<file path="config.mk">
export PLATFORM = sky130hd
export DESIGN_NAME = pitch_bend_string_decoder_unit
export DESIGN_NICKNAME = d
export VERILOG_FILES = /design/src/rtl/pbsd_pkg.sv /design/src/rtl/pbsd_char_decode.sv /design/src/rtl/pbsd_parser.sv /design/src/rtl/pitch_bend_string_decoder_unit.sv
export SDC_FILE = /design/constraint.sdc
export NUM_CORES = 1
export LEC_CHECK = 0
export BUFFER_PORTS_ARGS = -buffer_cell sky130_fd_sc_hd__buf_2
export CORE_MARGIN = 3
export CORE_UTILIZATION = 40
export DETAILED_ROUTE_END_ITERATION = 16
export PLACE_DENSITY_LB_ADDON = 0.05
export SLEW_MARGIN = 20
export SYNTH_ARGS = -nofsm -noshare
export SYNTH_HDL_FRONTEND = slang
export SYNTH_SLANG_ARGS = --single-unit
</file>
<file path="constraint.sdc">
create_clock -name clk -period 13.7 [get_ports clk]
set_input_delay 0.685 -clock clk [delete_from_list [all_inputs] [get_ports clk]]
set_output_delay 0.685 -clock clk [all_outputs]
set_load 0.02 [all_outputs]
</file>
<file path="src/rtl/pbsd_pkg.sv">
// Package with shared types and constants of the pitch-bend string decoder.
`timescale 1ns / 1ps

package pbsd_pkg;

  localparam int BEND_CAPACITY_DEF = 16384;

  localparam int ValW   = 12;
  localparam int IdxW   = 15;
  localparam int AccW   = 24;
  localparam int LenW   = 4;

  localparam logic [LenW-1:0] LEN_SAT = 4'd8;

  localparam logic [7:0] CH_HASH  = 8'h23;
  localparam logic [7:0] CH_PLUS  = 8'h2B;
  localparam logic [7:0] CH_SLASH = 8'h2F;
  localparam logic [7:0] CH_SPACE = 8'h20;
  localparam logic [7:0] CH_TAB   = 8'h09;
  localparam logic [7:0] CH_CR    = 8'h0D;
  localparam logic [7:0] CH_UP_A  = 8'h41;
  localparam logic [7:0] CH_UP_Z  = 8'h5A;
  localparam logic [7:0] CH_LO_A  = 8'h61;
  localparam logic [7:0] CH_LO_Z  = 8'h7A;
  localparam logic [7:0] CH_DIG_0 = 8'h30;
  localparam logic [7:0] CH_DIG_9 = 8'h39;

  localparam logic [7:0] SXT_LO_BASE  = 8'd26;
  localparam logic [7:0] SXT_DIG_BASE = 8'd52;
  localparam logic [5:0] SXT_PLUS     = 6'd62;
  localparam logic [5:0] SXT_SLASH    = 6'd63;

  typedef enum logic [3:0] {
    PH_IDLE = 4'b0001,
    PH_HALF = 4'b0010,
    PH_LEAD = 4'b0100,
    PH_NUM  = 4'b1000
  } phase_t;

  typedef struct packed {
    logic [5:0] sextet;
    logic [3:0] digit;
    logic       is_hash;
    logic       is_plus;
    logic       is_blank;
    logic       is_digit;
  } char_class_t;

  typedef struct packed {
    logic [ValW-1:0] sample_value;
    logic [IdxW-1:0] start_index;
    logic [IdxW-1:0] run_count;
    logic            is_final;
    logic [IdxW-1:0] total_count;
  } rec_t;

endpackage

</file>
<file path="src/rtl/pbsd_char_decode.sv">
// Character classifier: base64 sextet, digit value and character classes.
`timescale 1ns / 1ps

module pbsd_char_decode (
  input  logic [7:0]                 char_code,
  output pbsd_pkg::char_class_t      cls
);

  logic [7:0] diff;

  always_comb begin
    diff = 8'd0;
    cls = '0;
    if (char_code >= pbsd_pkg::CH_UP_A && char_code <= pbsd_pkg::CH_UP_Z) begin
      diff = char_code - pbsd_pkg::CH_UP_A;
    end else if (char_code >= pbsd_pkg::CH_LO_A && char_code <= pbsd_pkg::CH_LO_Z) begin
      diff = char_code - pbsd_pkg::CH_LO_A + pbsd_pkg::SXT_LO_BASE;
    end else if (char_code >= pbsd_pkg::CH_DIG_0 && char_code <= pbsd_pkg::CH_DIG_9) begin
      diff = char_code - pbsd_pkg::CH_DIG_0 + pbsd_pkg::SXT_DIG_BASE;
    end else if (char_code == pbsd_pkg::CH_PLUS) begin
      diff = {2'b00, pbsd_pkg::SXT_PLUS};
    end else if (char_code == pbsd_pkg::CH_SLASH) begin
      diff = {2'b00, pbsd_pkg::SXT_SLASH};
    end
    cls.sextet   = diff[5:0];
    cls.is_digit = (char_code >= pbsd_pkg::CH_DIG_0) && (char_code <= pbsd_pkg::CH_DIG_9);
    cls.digit    = 4'(char_code - pbsd_pkg::CH_DIG_0);
    cls.is_hash  = (char_code == pbsd_pkg::CH_HASH);
    cls.is_plus  = (char_code == pbsd_pkg::CH_PLUS);
    cls.is_blank = (char_code == pbsd_pkg::CH_SPACE) ||
                   ((char_code >= pbsd_pkg::CH_TAB) && (char_code <= pbsd_pkg::CH_CR));
  end

endmodule

</file>
<file path="src/rtl/pbsd_parser.sv">
// Parse state, repeat-count accumulation and record formation for one character.
`timescale 1ns / 1ps

module pbsd_parser #(
  parameter int BEND_CAPACITY = pbsd_pkg::BEND_CAPACITY_DEF
) (
  input  logic                  clk,
  input  logic                  rst_n,
  input  logic                  step,
  input  logic                  string_end,
  input  pbsd_pkg::char_class_t cls,
  output logic                  rec_valid,
  output pbsd_pkg::rec_t        rec
);

  localparam int PosW = $clog2(BEND_CAPACITY + 1);
  localparam int CmpW = (PosW > pbsd_pkg::AccW) ? PosW : pbsd_pkg::AccW;
  localparam int ExtW = (PosW > pbsd_pkg::IdxW) ? PosW : pbsd_pkg::IdxW;
  localparam logic [PosW-1:0] CapW = PosW'(BEND_CAPACITY);

  pbsd_pkg::phase_t              phase_r, phase_nxt;
  logic [5:0]                    first_r, first_nxt;
  logic [pbsd_pkg::ValW-1:0]     held_r, held_nxt;
  logic [pbsd_pkg::AccW-1:0]     acc_r, acc_nxt;
  logic [pbsd_pkg::LenW-1:0]     len_r, len_nxt;
  logic                          stop_r, stop_nxt;
  logic [PosW-1:0]               pos_r, pos_nxt;

  logic                          emit;
  logic                          has_room;
  logic [PosW-1:0]               room;
  logic [pbsd_pkg::AccW-1:0]     cnt;
  logic [PosW-1:0]               rcount;
  logic [ExtW-1:0]               start_ext, count_ext, total_ext;

  always_comb begin
    phase_nxt = phase_r;
    first_nxt = first_r;
    held_nxt  = held_r;
    acc_nxt   = acc_r;
    len_nxt   = len_r;
    stop_nxt  = stop_r;
    pos_nxt   = pos_r;
    emit      = 1'b0;
    rcount    = '0;
    has_room  = (pos_r < CapW);
    room      = CapW - pos_r;
    cnt       = (len_r < pbsd_pkg::LEN_SAT) ? acc_r : '0;

    unique case (phase_r)
      pbsd_pkg::PH_IDLE: begin
        if (cls.is_hash) begin
          phase_nxt = pbsd_pkg::PH_LEAD;
          acc_nxt   = '0;
          len_nxt   = '0;
          stop_nxt  = 1'b0;
        end else begin
          first_nxt = cls.sextet;
          phase_nxt = pbsd_pkg::PH_HALF;
        end
      end
      pbsd_pkg::PH_HALF: begin
        held_nxt  = {first_r, cls.sextet};
        emit      = 1'b1;
        rcount    = has_room ? PosW'(1) : '0;
        pos_nxt   = pos_r + rcount;
        phase_nxt = pbsd_pkg::PH_IDLE;
      end
      pbsd_pkg::PH_LEAD, pbsd_pkg::PH_NUM: begin
        if (cls.is_hash) begin
          if (has_room) begin
            emit    = 1'b1;
            rcount  = (CmpW'(cnt) < CmpW'(room)) ? PosW'(cnt) : room;
            pos_nxt = pos_r + rcount;
          end
          phase_nxt = pbsd_pkg::PH_IDLE;
        end else begin
          if (len_r < pbsd_pkg::LEN_SAT) begin
            len_nxt = len_r + pbsd_pkg::LenW'(1);
          end
          if (phase_r == pbsd_pkg::PH_LEAD) begin
            if (cls.is_blank) begin
              phase_nxt = pbsd_pkg::PH_LEAD;
            end else if (cls.is_plus) begin
              phase_nxt = pbsd_pkg::PH_NUM;
            end else if (cls.is_digit) begin
              acc_nxt   = pbsd_pkg::AccW'(cls.digit);
              phase_nxt = pbsd_pkg::PH_NUM;
            end else begin
              acc_nxt   = '0;
              stop_nxt  = 1'b1;
              phase_nxt = pbsd_pkg::PH_NUM;
            end
          end else if (!stop_r && cls.is_digit && (len_nxt < pbsd_pkg::LEN_SAT)) begin
            acc_nxt = {acc_r[pbsd_pkg::AccW-4:0], 3'b000} +
                      {acc_r[pbsd_pkg::AccW-2:0], 1'b0} +
                      pbsd_pkg::AccW'(cls.digit);
          end else begin
            stop_nxt = 1'b1;
          end
        end
      end
      default: begin
        phase_nxt = pbsd_pkg::PH_IDLE;
      end
    endcase

    start_ext = ExtW'(pos_r);
    count_ext = ExtW'(rcount);
    total_ext = string_end ? ExtW'(pos_nxt) : '0;

    rec_valid        = emit || string_end;
    rec.sample_value = held_nxt;
    rec.start_index  = start_ext[pbsd_pkg::IdxW-1:0];
    rec.run_count    = count_ext[pbsd_pkg::IdxW-1:0];
    rec.is_final     = string_end;
    rec.total_count  = total_ext[pbsd_pkg::IdxW-1:0];

    if (string_end) begin
      phase_nxt = pbsd_pkg::PH_IDLE;
      first_nxt = '0;
      held_nxt  = '0;
      acc_nxt   = '0;
      len_nxt   = '0;
      stop_nxt  = 1'b0;
      pos_nxt   = '0;
    end
  end

  always_ff @(posedge clk) begin
    if (!rst_n) begin
      phase_r <= pbsd_pkg::PH_IDLE;
      first_r <= '0;
      held_r  <= '0;
      acc_r   <= '0;
      len_r   <= '0;
      stop_r  <= 1'b0;
      pos_r   <= '0;
    end else if (step) begin
      phase_r <= phase_nxt;
      first_r <= first_nxt;
      held_r  <= held_nxt;
      acc_r   <= acc_nxt;
      len_r   <= len_nxt;
      stop_r  <= stop_nxt;
      pos_r   <= pos_nxt;
    end
  end

endmodule

</file>
<file path="src/rtl/pitch_bend_string_decoder_unit.sv">
// Top level of the pitch-bend string decoder: input register, parser and result register.
//
//   Channel | Handshake            | Fields (after the channel prefix)
//   in      | in_valid, in_ready   | char_code, string_end
//   out     | out_valid, out_ready | sample_value, start_index, run_count, is_final, total_count
//
// One character per cycle while in_ready is high; records pass the input and result registers.
// The parse state updates in the same cycle the held character moves toward the result register.
// Reset is synchronous and active low and returns the parser to the start of a string.
// A stalled result register holds the input register, which then lowers in_ready.
`timescale 1ns / 1ps

module pitch_bend_string_decoder_unit #(
  parameter int BEND_CAPACITY = pbsd_pkg::BEND_CAPACITY_DEF
) (
  input  logic                              clk,
  input  logic                              rst_n,
  input  logic                              in_valid,
  output logic                              in_ready,
  input  logic [7:0]                        in_char_code,
  input  logic                              in_string_end,
  output logic                              out_valid,
  input  logic                              out_ready,
  output logic signed [pbsd_pkg::ValW-1:0]  out_sample_value,
  output logic [pbsd_pkg::IdxW-1:0]         out_start_index,
  output logic [pbsd_pkg::IdxW-1:0]         out_run_count,
  output logic                              out_is_final,
  output logic [pbsd_pkg::IdxW-1:0]         out_total_count
);

  logic                  s1_valid_r;
  logic [7:0]            s1_char_r;
  logic                  s1_end_r;
  logic                  out_valid_r;
  pbsd_pkg::rec_t        out_rec_r;

  logic                  adv;
  logic                  step;
  logic                  rec_valid;
  pbsd_pkg::rec_t        rec;
  pbsd_pkg::char_class_t cls;

  assign adv      = !out_valid_r || out_ready;
  assign in_ready = !s1_valid_r || adv;
  assign step     = s1_valid_r && adv;

  pbsd_char_decode u_decode (
    .char_code (s1_char_r),
    .cls       (cls)
  );

  pbsd_parser #(
    .BEND_CAPACITY (BEND_CAPACITY)
  ) u_parser (
    .clk        (clk),
    .rst_n      (rst_n),
    .step       (step),
    .string_end (s1_end_r),
    .cls        (cls),
    .rec_valid  (rec_valid),
    .rec        (rec)
  );

  always_ff @(posedge clk) begin
    if (!rst_n) begin
      s1_valid_r <= 1'b0;
    end else if (in_ready) begin
      s1_valid_r <= in_valid;
    end
  end

  always_ff @(posedge clk) begin
    if (in_ready && in_valid) begin
      s1_char_r <= in_char_code;
      s1_end_r  <= in_string_end;
    end
  end

  always_ff @(posedge clk) begin
    if (!rst_n) begin
      out_valid_r <= 1'b0;
    end else if (adv) begin
      out_valid_r <= step && rec_valid;
    end
  end

  always_ff @(posedge clk) begin
    if (step && rec_valid) begin
      out_rec_r <= rec;
    end
  end

  assign out_valid        = out_valid_r;
  assign out_sample_value = $signed(out_rec_r.sample_value);
  assign out_start_index  = out_rec_r.start_index;
  assign out_run_count    = out_rec_r.run_count;
  assign out_is_final     = out_rec_r.is_final;
  assign out_total_count  = out_rec_r.total_count;

  a_total_only_final: assert property (@(posedge clk) disable iff (!rst_n)
    out_valid && !out_is_final |-> out_total_count == '0)
    else $error("Total count is nonzero on a record that is not final.");

  a_stall_holds_input: assert property (@(posedge clk) disable iff (!rst_n)
    s1_valid_r && !adv |=> s1_valid_r && $stable(s1_char_r) && $stable(s1_end_r))
    else $error("Held character changed while the result register was stalled.");

  a_ready_low_cause: assert property (@(posedge clk) disable iff (!rst_n)
    !in_ready |-> s1_valid_r && out_valid_r && !out_ready)
    else $error("Input was refused without a full pipeline and a stalled output.");

endmodule
</file>
# After elaboration in Yosys (flattened, before gate mapping)

Cells that the tools add are included.
Widths: inputs -> output; s select.

Register bits: 135
Bits in latches: 0
Bits in writable memories: 0
Memory bits (read-only): 0
Input port bits: 13
Output and inout port bits: 60
Logic and storage cells: 134
Memories: 0

$add $sub $neg: 11
Multiply operators: 0
Div/mod/pow operators: 0
$lt $le $gt $ge: 12
Equal/unequal tests: 17
Shift operators: 0
Muxes and demuxes: 54
Bitwise gates (word level): 0
Reduce and logical (&&, ||, !) cells: 24

Operators by type and width:

| operator               | count |
|---|---|
| $mux 24                | 8 |
| $mux 15                | 6 |
| $pmux 15 s2            | 2 |
| $mux 6                 | 8 |
| $pmux 24 s2            | 1 |
| $mux 4                 | 11 |
| $eq 8x6->1 const B     | 4 |
| $add 15x15->15         | 2 |
| $add 24x24->24         | 1 |
| $add 24x4->24          | 1 |
| $lt 24x15->1           | 1 |
| $mux 12                | 2 |
| $ge 8x7->1 const B     | 2 |
| $le 8x7->1 const B     | 2 |
| $pmux 4 s2             | 2 |
| $lt 15x15->1 const B   | 1 |
| $sub 15x15->15 const A | 1 |
| $ne 4x4->1 const B     | 3 |
| $sub 6x6->6 const B    | 2 |
| $mux 1                 | 11 |
| $logic_and 1x1->1      | 9 |
| $ge 8x4->1 const B     | 1 |
| $ge 8x6->1 const B     | 1 |
| $le 8x4->1 const B     | 1 |
| 26 further kinds       | 35 |

# Longest topological paths before layout

Gate-level depths: netlist of the first run.

Word-level depth: 11
Depth in mapped cells: 27
Mapped depth without buffers: 24

# Modules after synthesis

Synthesis of the first run repeated with hierarchy kept, for this count alone.

Cells, all modules: 1053
Area, all modules: 9271.4 um2

Modules (own cells, without submodules):

| module                         | instances | cells an instance | area each (um2) | seq. area each (um2) |
|---|---|---|---|---|
| pbsd_parser                    | 1         | 860               | 6306.0          | 1321.3 |
| pitch_bend_string_decoder_unit | 1         | 80                | 2124.5          | 2052.0 |
| pbsd_char_decode               | 1         | 113               | 840.8           | 0.0 |

# Worst setup path after synthesis of the first run

No wires, ideal clock.

Path kind: register to register
Start point: register u_parser.pos_r[3]
End point: register out_rec_r, in the netlist out_total_count[7], data pin
Library setup time: 0.255 ns
Data arrival time: 5.366 ns
Data required time: 13.445 ns
Setup slack: 8.079 ns
Cell stages (with the launch flop): 28
Buffers on the path: 3
Period minus slack after synthesis: 5.621 ns
Cells stage by stage: dfxtp_1 -> clkbuf_1 -> nor3_1 -> nand2_1 -> or2_2 -> nor4_1 -> xnor2_1 -> inv_1 -> ha_1 -> a21o_1 -> a211o_1 -> nor3_1 -> a21o_1 -> and2_1 -> clkbuf_1 -> clkbuf_1 -> nor2_1 -> a21oi_1 -> inv_1 -> ha_1 -> a21o_1 -> a21oi_1 -> o21ai_0 -> a21o_1 -> a21oi_1 -> xnor2_1 -> a221o_1 -> and2_1

Word-level cells in the longest chain between the ends: 7
Elaborated cells between the ends (all ways): 10
Those cells by class: add/sub: 3; order compare: 2; mux: 5

RTL lines:

| element                | RTL line                             | source |
|---|---|---|
| from (decl)            | pbsd_parser.sv:27                    | `logic [PosW-1:0] pos_r, pos_nxt;` |
| from (signal assigned) | pbsd_parser.sv:146                   | `pos_r <= pos_nxt;` |
| $sub 15x15->15         | pbsd_parser.sv:47                    | `room = CapW - pos_r;` |
| $lt 24x15->1           | pbsd_parser.sv:73                    | `rcount = (CmpW'(cnt) < CmpW'(room)) ? PosW'(cnt) : room;` |
| $mux 15                | pbsd_parser.sv:73                    |  |
| $add 15x15->15         | pbsd_parser.sv:74                    | `pos_nxt = pos_r + rcount;` |
| $mux 15                | pbsd_parser.sv:71                    | `if (has_room) begin` |
| $mux 15                | pbsd_parser.sv:70                    | `if (cls.is_hash) begin` |
| $pmux 15 s2 (*)        | pbsd_parser.sv:50                    | `unique case (phase_r)` |
| to (signal assigned)   | pitch_bend_string_decoder_unit.sv:89 | `out_rec_r <= rec;` |
| to (decl)              | pitch_bend_string_decoder_unit.sv:35 | `pbsd_pkg::rec_t out_rec_r;` |

Every way passes the cells marked *; elsewhere a longest branch is shown, timed or not.
A chain may end at the register's enable or synchronous reset.

# Worst setup path in the final report of the first run

Start point: register u_parser.pos_r[2]
End point: register out_rec_r, in the netlist out_total_count[14], data pin

Same word-level chain as after synthesis.

==> key figures, run 1 <==
Outcome
  – Outcome: finished, final reports clean

Finish
  – Final #Nets: 1165
  – P&R area growth vs syn: 13.75%
  – Fill cells: 2121
  – N_diodes: 0
  – Share of cells above drive strength 1: 0.1200
  – Final core occ: 0.4718

Synth
  – Predominant post-synthesis flop cell: dfxtp_1
  – Synth top area cells: edfxtp_1 23%, dfxtp_1 15%, ha_1 12%
  – Synth Area in XOR/XNOR: 0.04732
  – Cells after Synth: 1007
  – Synth async-reset ratio: 0
  – Synth Area in Compound Gates: 0.1990
  – Post-synth top area share: 0.2265
  – Synth Net Count: 1110
  – Commonest cells post-synth: 129 x nand2_1, 96 x nor2_1, 87 x ha_1
  – Post-Synth Adder-Cell Area: 0.1293
  – Largest family of logic cells by synthesized area: simple AND/OR/NAND/NOR gates
  – EDFF count, synth: 67
  – Syn_area_per_cell: 8.822 sq um
  – Synth warn: 0
  – Yosys reg bits: 135
  – Cell variety after synth: 76
  – Top-count cell post-synth: nand2_1
  – Yosys top cell by area: edfxtp_1
  – Seq/Total Area, Yosys: 0.3797
  – Simple-Gate Fraction of Synth Area: 0.2004
  – Post-Synthesis Cell Area: 8884 sq um
  – Post-synthesis mux area share: 0.003380

STA
  – Final period demand of the worst path: 6388 ps
  – Worst Skew: 14.07 ps
  – RSZ-0062 raised after global routing: false
  – Slew @ Worst Pin: 745.5 ps
  – Rel. slew slack: 0.5030
  – Period utilization: 0.4663
  – Max Freq: 156.5 MHz
  – Final Hold Vio Count: 0
  – Slew Viols, Final: 0
  – # setup viols final: 0
  – Setup TNS: 0 ps

Routing
  – 1st-iter DRT viols: 551
  – Via count: 7358
  – Per-cell routed wire length: 16.47 um
  – Antenna-violating nets left: 0
  – Avg Vias per Cell: 5.450
  – DRC: 0
  – Final WL: 22240 um
  – Pre-Repair DR Iteration Count: 5

CTS
  – Clk_lat worst skew: 440 ps
  – Postcts setup bufs: 0
  – Cts repair resizes: 0
  – Hold buffers post-CTS: 0
  – Clk slew on worst S/H paths: 70 ps
  – Total clock sinks: 135
  – Num CTS Buffers: 17
  – H-tree Lvls: 4
  – Root buf cell: clkbuf_16
  – CTS tree: built
  – Longest Clk Path Bufs: 2

Worst setup path
  – R2R setup slack: 7310 ps
  – Worst-path cell chain: nor3_1 -> nand2_1 -> or2_2 -> nor4_1 -> xnor2_1 -> inv_1 -> ha_1 -> a21o_1 -> a211o_1 -> nor3_1 -> a21o_1 -> and2_1 -> mux2i_1 -> ha_1 -> inv_1 -> fa_1 -> nor2b_1 -> o31ai_1 -> nand3b_1 -> a311oi_1 -> o221ai_1 -> xor2_1 -> o221ai_1 -> a21oi_1
  – Required time worst endpoint: 13860 ps
  – CP Data Arrival Time: 6550 ps
  – WP buf/inv: 2
  – Family with the most delay on the worst path: simple AND/OR/NAND/NOR gates
  – Startpoint Class: register
  – Crit-path slowest cell: and2_1
  – CP Max Fanout: 26
  – Critical path class: reg -> reg
  – Crit-path max cell delay: 620 ps
  – Endpoint class of the critical path: register

Place
  – Dpl hpwl: 16640 um
  – I/O Buffers: 72
  – GP Congestion: 0.8580

Floorplan
  – Initial Utilization: 0.4147
  – Full die area: 24030 sq um
  – Number of core rows: 53
  – Core Region: 21420 sq um
  – Die width: 155.0 um
  – IO Pins: 73
  – Die Span Y: 155.0 um

Global route
  – Largest net degree at the start of global routing: 48
  – Initial antenna violation count: 0
  – Total GRT Usage: 0.1871
  – Total grt overflow: 0
  – First-pass GRT wire length: 36430 um
  – Vias in the first global route: 6876

Power
  – Max rail drop VDD: 76.08 uV
  – Pwr Density: 96.04 nW/um^2
  – P_leak: 4.290 nW

Min path
  – Worst Hold Class: in -> reg

Run
  – Max-cap viol count: 0
## worst paths after layout
path | start | cells after the start | to
worst max-delay path | u_parser.pos_r[2] | 24 | out_total_count[14]
worst min-delay path | in_char_code[4] | 1 | s1_char_r[4]
worst max register to register | u_parser.pos_r[2] | 24 | out_total_count[14]
worst min register to register | u_parser.stop_r | 2 | u_parser.stop_r
## state kept, by name (all words and copies together), names as in the netlist
name              cells
out_run_count        15
u_parser.acc_r       24
out_valid             1
s1_valid_r            1
u_parser.phase_r      4
out_start_index      15
s1_char_r             8
s1_end_r              1
u_parser.stop_r       1
out_is_final          1
u_parser.len_r        4
u_parser.held_r      12
u_parser.pos_r       15
out_total_count      15
u_parser.first_r      6
out_sample_value     12
## logic make-up after synthesis
group	count (synthesis)
AOI/OAI and AO/OA	265
xor gates and xnor gates	48
adders and majority gates	90
buffers and inverters	92
DFF	135
muxes	3
and+or+nand+nor	374
## worst reg2reg max path, stage by stage, from the launching register on
cell	delay, ps
dfxtp_1	440
nor3_1	450
nand2_1	140
or2_2	300
nor4_1	230
xnor2_1	160
inv_1	70
ha_1	290
a21o_1	160
a211o_1	320
nor3_1	170
a21o_1	160
and2_1	620
mux2i_1	220
ha_1	240
inv_1	70
fa_1	200
nor2b_1	70
o31ai_1	290
nand3b_1	160
a311oi_1	570
o221ai_1	250
xor2_1	200
o221ai_1	220
a21oi_1	110
## cells in the final DEF, fill, tap and decap left out, types with 5 or more instances in the layout
cell type  count
nand2_1      129
nor2_1        96
ha_1          87
buf_2         72
o21ai_0       71
dfxtp_1       68
edfxtp_1      67
a21oi_1       54
inv_1         44
and2_1        27
xnor2_1       25
xor2_1        23
nor3_1        21
nor2b_1       21
a22oi_1       20
clkbuf_16     18
nand3_1       16
a21o_1        15
nand2b_1      14
o211ai_1      10
a22o_1        10
and3_1         9
buf_4          9
o21a_1         8
a211oi_1       7
o221ai_1       7
nor4_1         6
o31ai_1        6
or3_1          6
nand3b_1       5
a31oi_1        5
nand4_1        5
a221oi_1       5
## where the power goes
group / leakage (nW) / switching [W] / internal [W] / total [W]
clock: 0.308 / 0.000210 / 0.000273 / 0.000483
combinational: 2.81 / 0.0000366 / 0.0000160 / 0.0000526
sequential: 1.18 / 0.00000532 / 0.000429 / 0.000435
## through the flow
step	instance area (sq um)	setup WS [ps]	total power (W)	cells	hold WS, ps
final	10100	7312	0.0009704	1350	424.9
after floorplan	8884	8079	0.0004780	1007	406.4
after CTS	10100	7329	0.0009796	1350	413.0
after detailed placement	9480	7366	0.0004963	1318	436.6
after global routing	10100	6718	0.001005	1350	409.7
after global placement	9475	7481	0.0004965	1318	432.2
## per-layer routing
layer	vias up	GRT usage	routed length, um
li1	3745	-	-
met1	3418	0.2833	11520
met2	176	0.2748	9429
met3	19	0.03004	959
met4	0	0.05299	330
met5	-	0	0
## layout make-up
type / instances / area (sq um) / share of cell area
Sequential cell: 135 / 3373 / 0.3338
Clock buffer: 18 / 450.4 / 0.04458
Multi-Input combinational cell: 780 / 5159 / 0.5105
Inverter: 47 / 176.4 / 0.01746
Tap cell: 275 / 344.1 / 0.03405
Timing Repair Buffer: 81 / 427.9 / 0.04235
Clock inverter: 14 / 173.9 / 0.01721
(Power assumes the default switching activity.)
==> run 2: changes to the inputs <==
Clock period 13.7 ns to 5.3 ns, I/O delays scaled along.
==> run 2 against run 1 <==
  * Fmax is 27% higher
  * Power grew to 2.6 times the previous value
  * Combinational power grew to 2.7 times the previous value
  * Critical path depth is 1 higher
  * Via count is 2.6% higher
  * Global-route usage is 0.61 points higher
  * Core utilization is 2.7 points higher
  * Die area stayed put
  * Final area is 5.8% higher
  * Clock-buffer cell count stayed put
  * Largest cell class unchanged
  * First-iteration DRC count is 7.4% lower
  * Hold slack worse by 350 ps
==> key figures, run 2 (synthesis results as in run 1) <==
Outcome
  – Outcome: finished, final reports clean

Run
  – Max-cap viol count: 0

Routing
  – DRC: 0
  – Final WL: 23470 um
  – Avg Vias per Cell: 5.386
  – Antenna-violating nets left: 0
  – Via count: 7551
  – 1st-iter DRT viols: 510
  – Pre-Repair DR Iteration Count: 5
  – Per-cell routed wire length: 16.74 um

STA
  – Max Freq: 199.2 MHz
  – Final period demand of the worst path: 5020 ps
  – Period utilization: 0.9471
  – Min Hold Slack: 72.39 ps
  – Rel. slew slack: 0.3595
  – # setup viols final: 0
  – Worst Skew: 13.23 ps
  – Slew @ Worst Pin: 959.4 ps
  – Slew Viols, Final: 0
  – Final Hold Vio Count: 0

CTS
  – Total clock sinks: 135
  – Clk_lat worst skew: 430 ps
  – Clk slew on worst S/H paths: 70 ps
  – H-tree Lvls: 4
  – CTS tree: built
  – Longest Clk Path Bufs: 2
  – Num CTS Buffers: 17
  – Root buf cell: clkbuf_16

Worst setup path
  – Family with the most delay on the worst path: simple AND/OR/NAND/NOR gates
  – Required time worst endpoint: 5600 ps
  – Critical path class: reg -> reg
  – Crit-path slowest cell: a311oi_2
  – CP Max Fanout: 6
  – Crit path from: u_parser.pos_r[9]
  – Crit-path max cell delay: 350 ps
  – Most frequent cell on the critical path: buf_4
  – Worst r2r src: u_parser.pos_r[9]
  – Endpoint class of the critical path: register
  – Startpoint Class: register
  – WP buf/inv: 4
  – CP Data Arrival Time: 5320 ps

Finish
  – N_diodes: 0
  – Largest Register: u_parser.acc_r
  – Commonest non-fill, non-tap cell in the layout: nand2_1
  – Final #Nets: 1217
  – Final std cells w/o fill: 1402
  – Area of the multi-input gates: 5300 sq um
  – Register Area: 3374 sq um
  – Most frequent cells in the layout: 128 x nand2_1, 96 x nor2_1, 85 x ha_1
  – Flip-flop count of the largest register after layout: 24
  – Fill cells: 2050
  – Share of cells above drive strength 1: 0.1757
  – P&R area growth vs syn: 20.31%

Power
  – Pwr Total: 0.002551 W
  – P_leak: 4.578 nW
  – Pwr Density: 238.7 nW/um^2
  – Max rail drop VDD: 192.3 uV

Floorplan
  – Full die area: 24030 sq um
  – Die width: 155.0 um
  – Number of core rows: 53
  – Core Region: 21420 sq um
  – IO Pins: 73
  – Initial Utilization: 0.4147
  – Die Span Y: 155.0 um

Place
  – Dpl hpwl: 17570 um
  – Placed cell count: 1359
  – GP Congestion: 0.8782
  – I/O Buffers: 72

Min path
  – Worst Hold Class: in -> reg
  – Critical hold path startpoint: in_valid

Global route
  – Vias in the first global route: 7104
  – Largest net degree at the start of global routing: 46
  – Initial antenna violation count: 0
  – First-pass GRT wire length: 37700 um
  – Total GRT Usage: 0.1932
  – Total grt overflow: 0
## run 2: changes by cell type in the layout (fill, tap and decap cells not counted), moves of 3 or more
cell / change
nor4_1: -3
nor3_2: +3
a21oi_1: -5
dlygate4sd3_1: +9
a21oi_2: +5
buf_4: +42
o21ai_1: +6
o21ai_0: -6
nor3_1: -3
## run 2: repair_timing
| action | in CTS | in global routing |
|---|---|---|
| setup buffers | 0 | 2 |
| pin swaps | 0 | 19 |
| endpoints found under the hold margin | 9 | 0 |
| resized for setup | 2 | 34 |
| setup endpoints to repair | 6 | 22 |
| hold buffers | 9 | 0 |
## run 2: through the flow
| step | setup WS [ps] | TNS, ps | instance area (sq um) | utilization |
|---|---|---|---|---|
| 3_5_place_dp | -59.83 | -118.2 | 9797 | 0.4574 |
| 2_1_floorplan | 24.67 | 0 | 8897 | - |
| 5_1_grt | -2.514 | -2.514 | 10690 | 0.4990 |
| 4_1_cts | 5.302 | 0 | 10540 | 0.4922 |
| 3_3_place_gp | 39.63 | 0 | 9792 | 0.4572 |
| 6_report | 280.2 | 0 | 10690 | 0.4990 |
## run 2: cell type report
cell class	count	share of cell area
Tap cell	275	0.03219
Sequential cell	135	0.3157
Clock inverter	14	0.01850
Multi-Input combinational cell	780	0.4959
Timing Repair Buffer	133	0.07902
Clock buffer	18	0.04214
Inverter	47	0.01651
## run 2: worst paths after layout
kind                          to  slack [ps]  cells past startpoint
max reg2reg  out_total_count[12]         280                     25
max          out_total_count[12]         280                     25
min                   s1_valid_r          70                      3
min reg2reg      u_parser.stop_r         450                      2
## run 2: where the power goes
group	internal [W]	switching, W
clock network	0.000752	0.000534
logic	0.0000458	0.0000948
registers	0.00111	0.0000149
total	0.00191	0.000643
## run 2: routing by layer
layer | GRT usage | part of all wire | vias up
li1 | - | - | 3864
met1 | 0.2907 | 0.51 | 3515
met2 | 0.2920 | 0.44 | 152
met3 | 0.02698 | 0.040 | 20
met4 | 0.04836 | 0.012 | 0
met5 | 0 | 0 | -
## run 2: worst reg2reg max path, cell delays in order (launching register included)
cell      delay [ps]
dfxtp_2          340
nor4_4           270
buf_4            160
nand4b_1         210
nor4_2           320
xnor2_1          150
inv_1             80
ha_1             290
and3_1           170
o221ai_2          90
o21bai_1         170
a21o_1           160
and2_4           190
mux2i_4          190
ha_2             190
inv_2             60
fa_2             210
nor2b_2           60
o31ai_2          240
nand3b_1         150
a311oi_2         350
buf_4            190
o21bai_4          60
a211o_1          290
o211ai_1         120
and2_1           150
==> run 3: changes to the inputs <==
Settings changed: CORE_UTILIZATION 40 to 55, MAX_ROUTING_LAYER set to met4.
Clock period 5.3 ns to 4.1 ns, I/O delays scaled along.
==> run 3 against run 2 <==
  * The flow now finishes with violations (negative setup slack)
  * Clock power up 19%
  * Final area up 6.9%
  * Routed wire length up 1.1%
  * First-iteration DRC count up 33%
  * Die area down 26%
  * Non-clock buffer count up 79
  * Cell count up 1.1%
  * Sequential power up 29%
==> key figures, run 3 (synthesis results as in run 1) <==
Worst setup path
  – Startpoint Class: register
  – Required time worst endpoint: 4280 ps
  – Family with the most delay on the worst path: simple AND/OR/NAND/NOR gates
  – Crit-path max cell delay: 410 ps
  – Reg-to-reg endpoint: out_total_count[12]
  – WP buf/inv: 8
  – CP Max Fanout: 4
  – Worst r2r src: u_parser.pos_r[3]
  – R2R setup slack: -820 ps
  – Critical path class: reg -> reg
  – CP Data Arrival Time: 5100 ps
  – Endpoint class of the critical path: register
  – Crit-path slowest cell: fa_2
  – Most frequent cell on the critical path: buf_4
  – Worst R2R Path Depth: 28

Global route
  – Total GRT Usage: 0.2667
  – Total grt overflow: 0
  – Met2 Resource Use GR: 0.4038
  – Top Usage Layer GRT: met2
  – Grt met1 use: 0.3590
  – Vias in the first global route: 7471
  – First-pass GRT wire length: 37090 um
  – Initial antenna violation count: 0
  – Met3 Use GR: 0.05665
  – Largest net degree at the start of global routing: 46

CTS
  – H-tree Lvls: 4
  – Longest Clk Path Bufs: 2
  – Total clock sinks: 135
  – Clk_lat worst skew: 430 ps
  – Root buf cell: clkbuf_16
  – Clk slew on worst S/H paths: 70 ps
  – Num CTS Buffers: 17
  – CTS tree: built

Place
  – Pre-CTS WS: -945.0 ps
  – GP Congestion: 0.9199
  – I/O Buffers: 72
  – Dpl hpwl: 16660 um

STA
  – Period utilization: 1.199
  – Slew @ Worst Pin: 1172 ps
  – Worst Skew: 8.749 ps
  – Rel. slew slack: 0.2125
  – Max Freq: 203.4 MHz
  – Final Hold Vio Count: 0
  – Final WS setup: -815.3 ps
  – Final period demand of the worst path: 4915 ps
  – Slew Viols, Final: 0
  – # setup viols final: 28
  – RSZ-0062 raised after global routing: true

Floorplan
  – Full die area: 17710 sq um
  – Number of core rows: 45
  – IO Pins: 73
  – Core Region: 15480 sq um
  – Initial Utilization: 0.5737
  – Die width: 133.1 um
  – Die Span Y: 133.1 um

Routing
  – Avg Vias per Cell: 5.738
  – Antenna-violating nets left: 0
  – Pre-Repair DR Iteration Count: 5
  – Final WL: 23740 um
  – DRC: 0
  – Via count: 8131
  – Per-cell routed wire length: 16.75 um
  – 1st-iter DRT viols: 679

Finish
  – Flip-flop count of the largest register after layout: 24
  – Final #Nets: 1296
  – Share of cells above drive strength 1: 0.2587
  – N_diodes: 0
  – P&R area growth vs syn: 28.58%
  – Largest Register: u_parser.acc_r
  – Final core occ: 0.7377
  – Most frequent cells in the layout: 126 x nand2_1, 121 x buf_4, 91 x nor2_1
  – Commonest non-fill, non-tap cell in the layout: nand2_1

Run
  – Max-cap viol count: 0

Min path
  – Worst Hold Class: in -> reg
  – Critical hold path startpoint: in_valid
  – Hold worst-path end: s1_valid_r
  – Hold depth: 3

Outcome
  – Failing checks: negative setup slack
  – Outcome: finished with violations

Power
  – Max rail drop VDD: 277.0 uV
  – Pwr Total: 0.003177 W
  – Pwr Density: 278.1 nW/um^2
  – P_leak: 5.015 nW
-- run 3: metrics by stage --
step / area [sq um] / hold slack (ps) / instances / setup TNS, ps
floorplan: 9042 / 303.9 / 1007 / -12410
global placement: 10290 / 381.5 / 1358 / -15880
finish: 11420 / 14.04 / 1417 / -15340
global route: 11420 / 22.77 / 1417 / -20600
CTS: 11240 / 3.786 / 1413 / -14980
detailed placement: 10290 / 383.1 / 1358 / -18250
-- run 3: power by group --
group / internal (W) / total, W / leakage [nW] / switching (W)
Clock: 0.000847 / 0.00154 / 0.292 / 0.000695
Combinational: 0.0000595 / 0.000182 / 3.55 / 0.000123
Sequential: 0.00143 / 0.00145 / 1.18 / 0.0000171
-- run 3: per-layer routing --
metal  vias up  wire [um]
li1       4009          -
met1      3758      10630
met2       319      10890
met3        45       1649
met4         0        561
met5         -          0
-- run 3: worst max-delay path by stage --
stage	startpoint	endpoint	cells after the start
6_report	u_parser.pos_r[3]	out_total_count[12]	28
5_1_grt	u_parser.pos_r[9]	out_total_count[14]	23
4_1_cts	u_parser.pos_r[2]	out_total_count[14]	24
3_5_place_dp	u_parser.pos_r[0]	out_total_count[14]	24
3_3_place_gp	u_parser.pos_r[10]	out_total_count[14]	19
2_1_floorplan	u_parser.pos_r[3]	out_total_count[14]	26
-- run 3: timing repair --
| item | CTS | global route |
|---|---|---|
| pin swaps | 30 | 35 |
| hold buffers | 9 | 0 |
| endpoints found under the hold margin | 9 | 0 |
| setup endpoints to repair | 28 | 30 |
| gates resized for setup | 46 | 33 |
| setup buffers | 14 | 5 |
-- run 3: worst reg2reg max path, delay by kind of cell (launching register included) --
kind / cells / cell delay, ps
multiplexers: 1 / 230
flip-flops: 1 / 330
AO/OA/AOI/OAI: 7 / 970
AND/OR/NAND/NOR: 8 / 1230
XOR/XNOR: 1 / 140
buffers and inverters: 8 / 930
adder cells (fa/ha/maj): 3 / 840
-- run 3: area by class of cell --
type | instances | area, sq um
multi-input combinational | 780 | 5528
clock inverter | 14 | 146.4
clock buffer | 18 | 450.4
inverter | 47 | 176.4
timing repair buffer | 212 | 1480
tap | 211 | 264.0
fill | 1157 | 4061
sequential | 135 | 3377
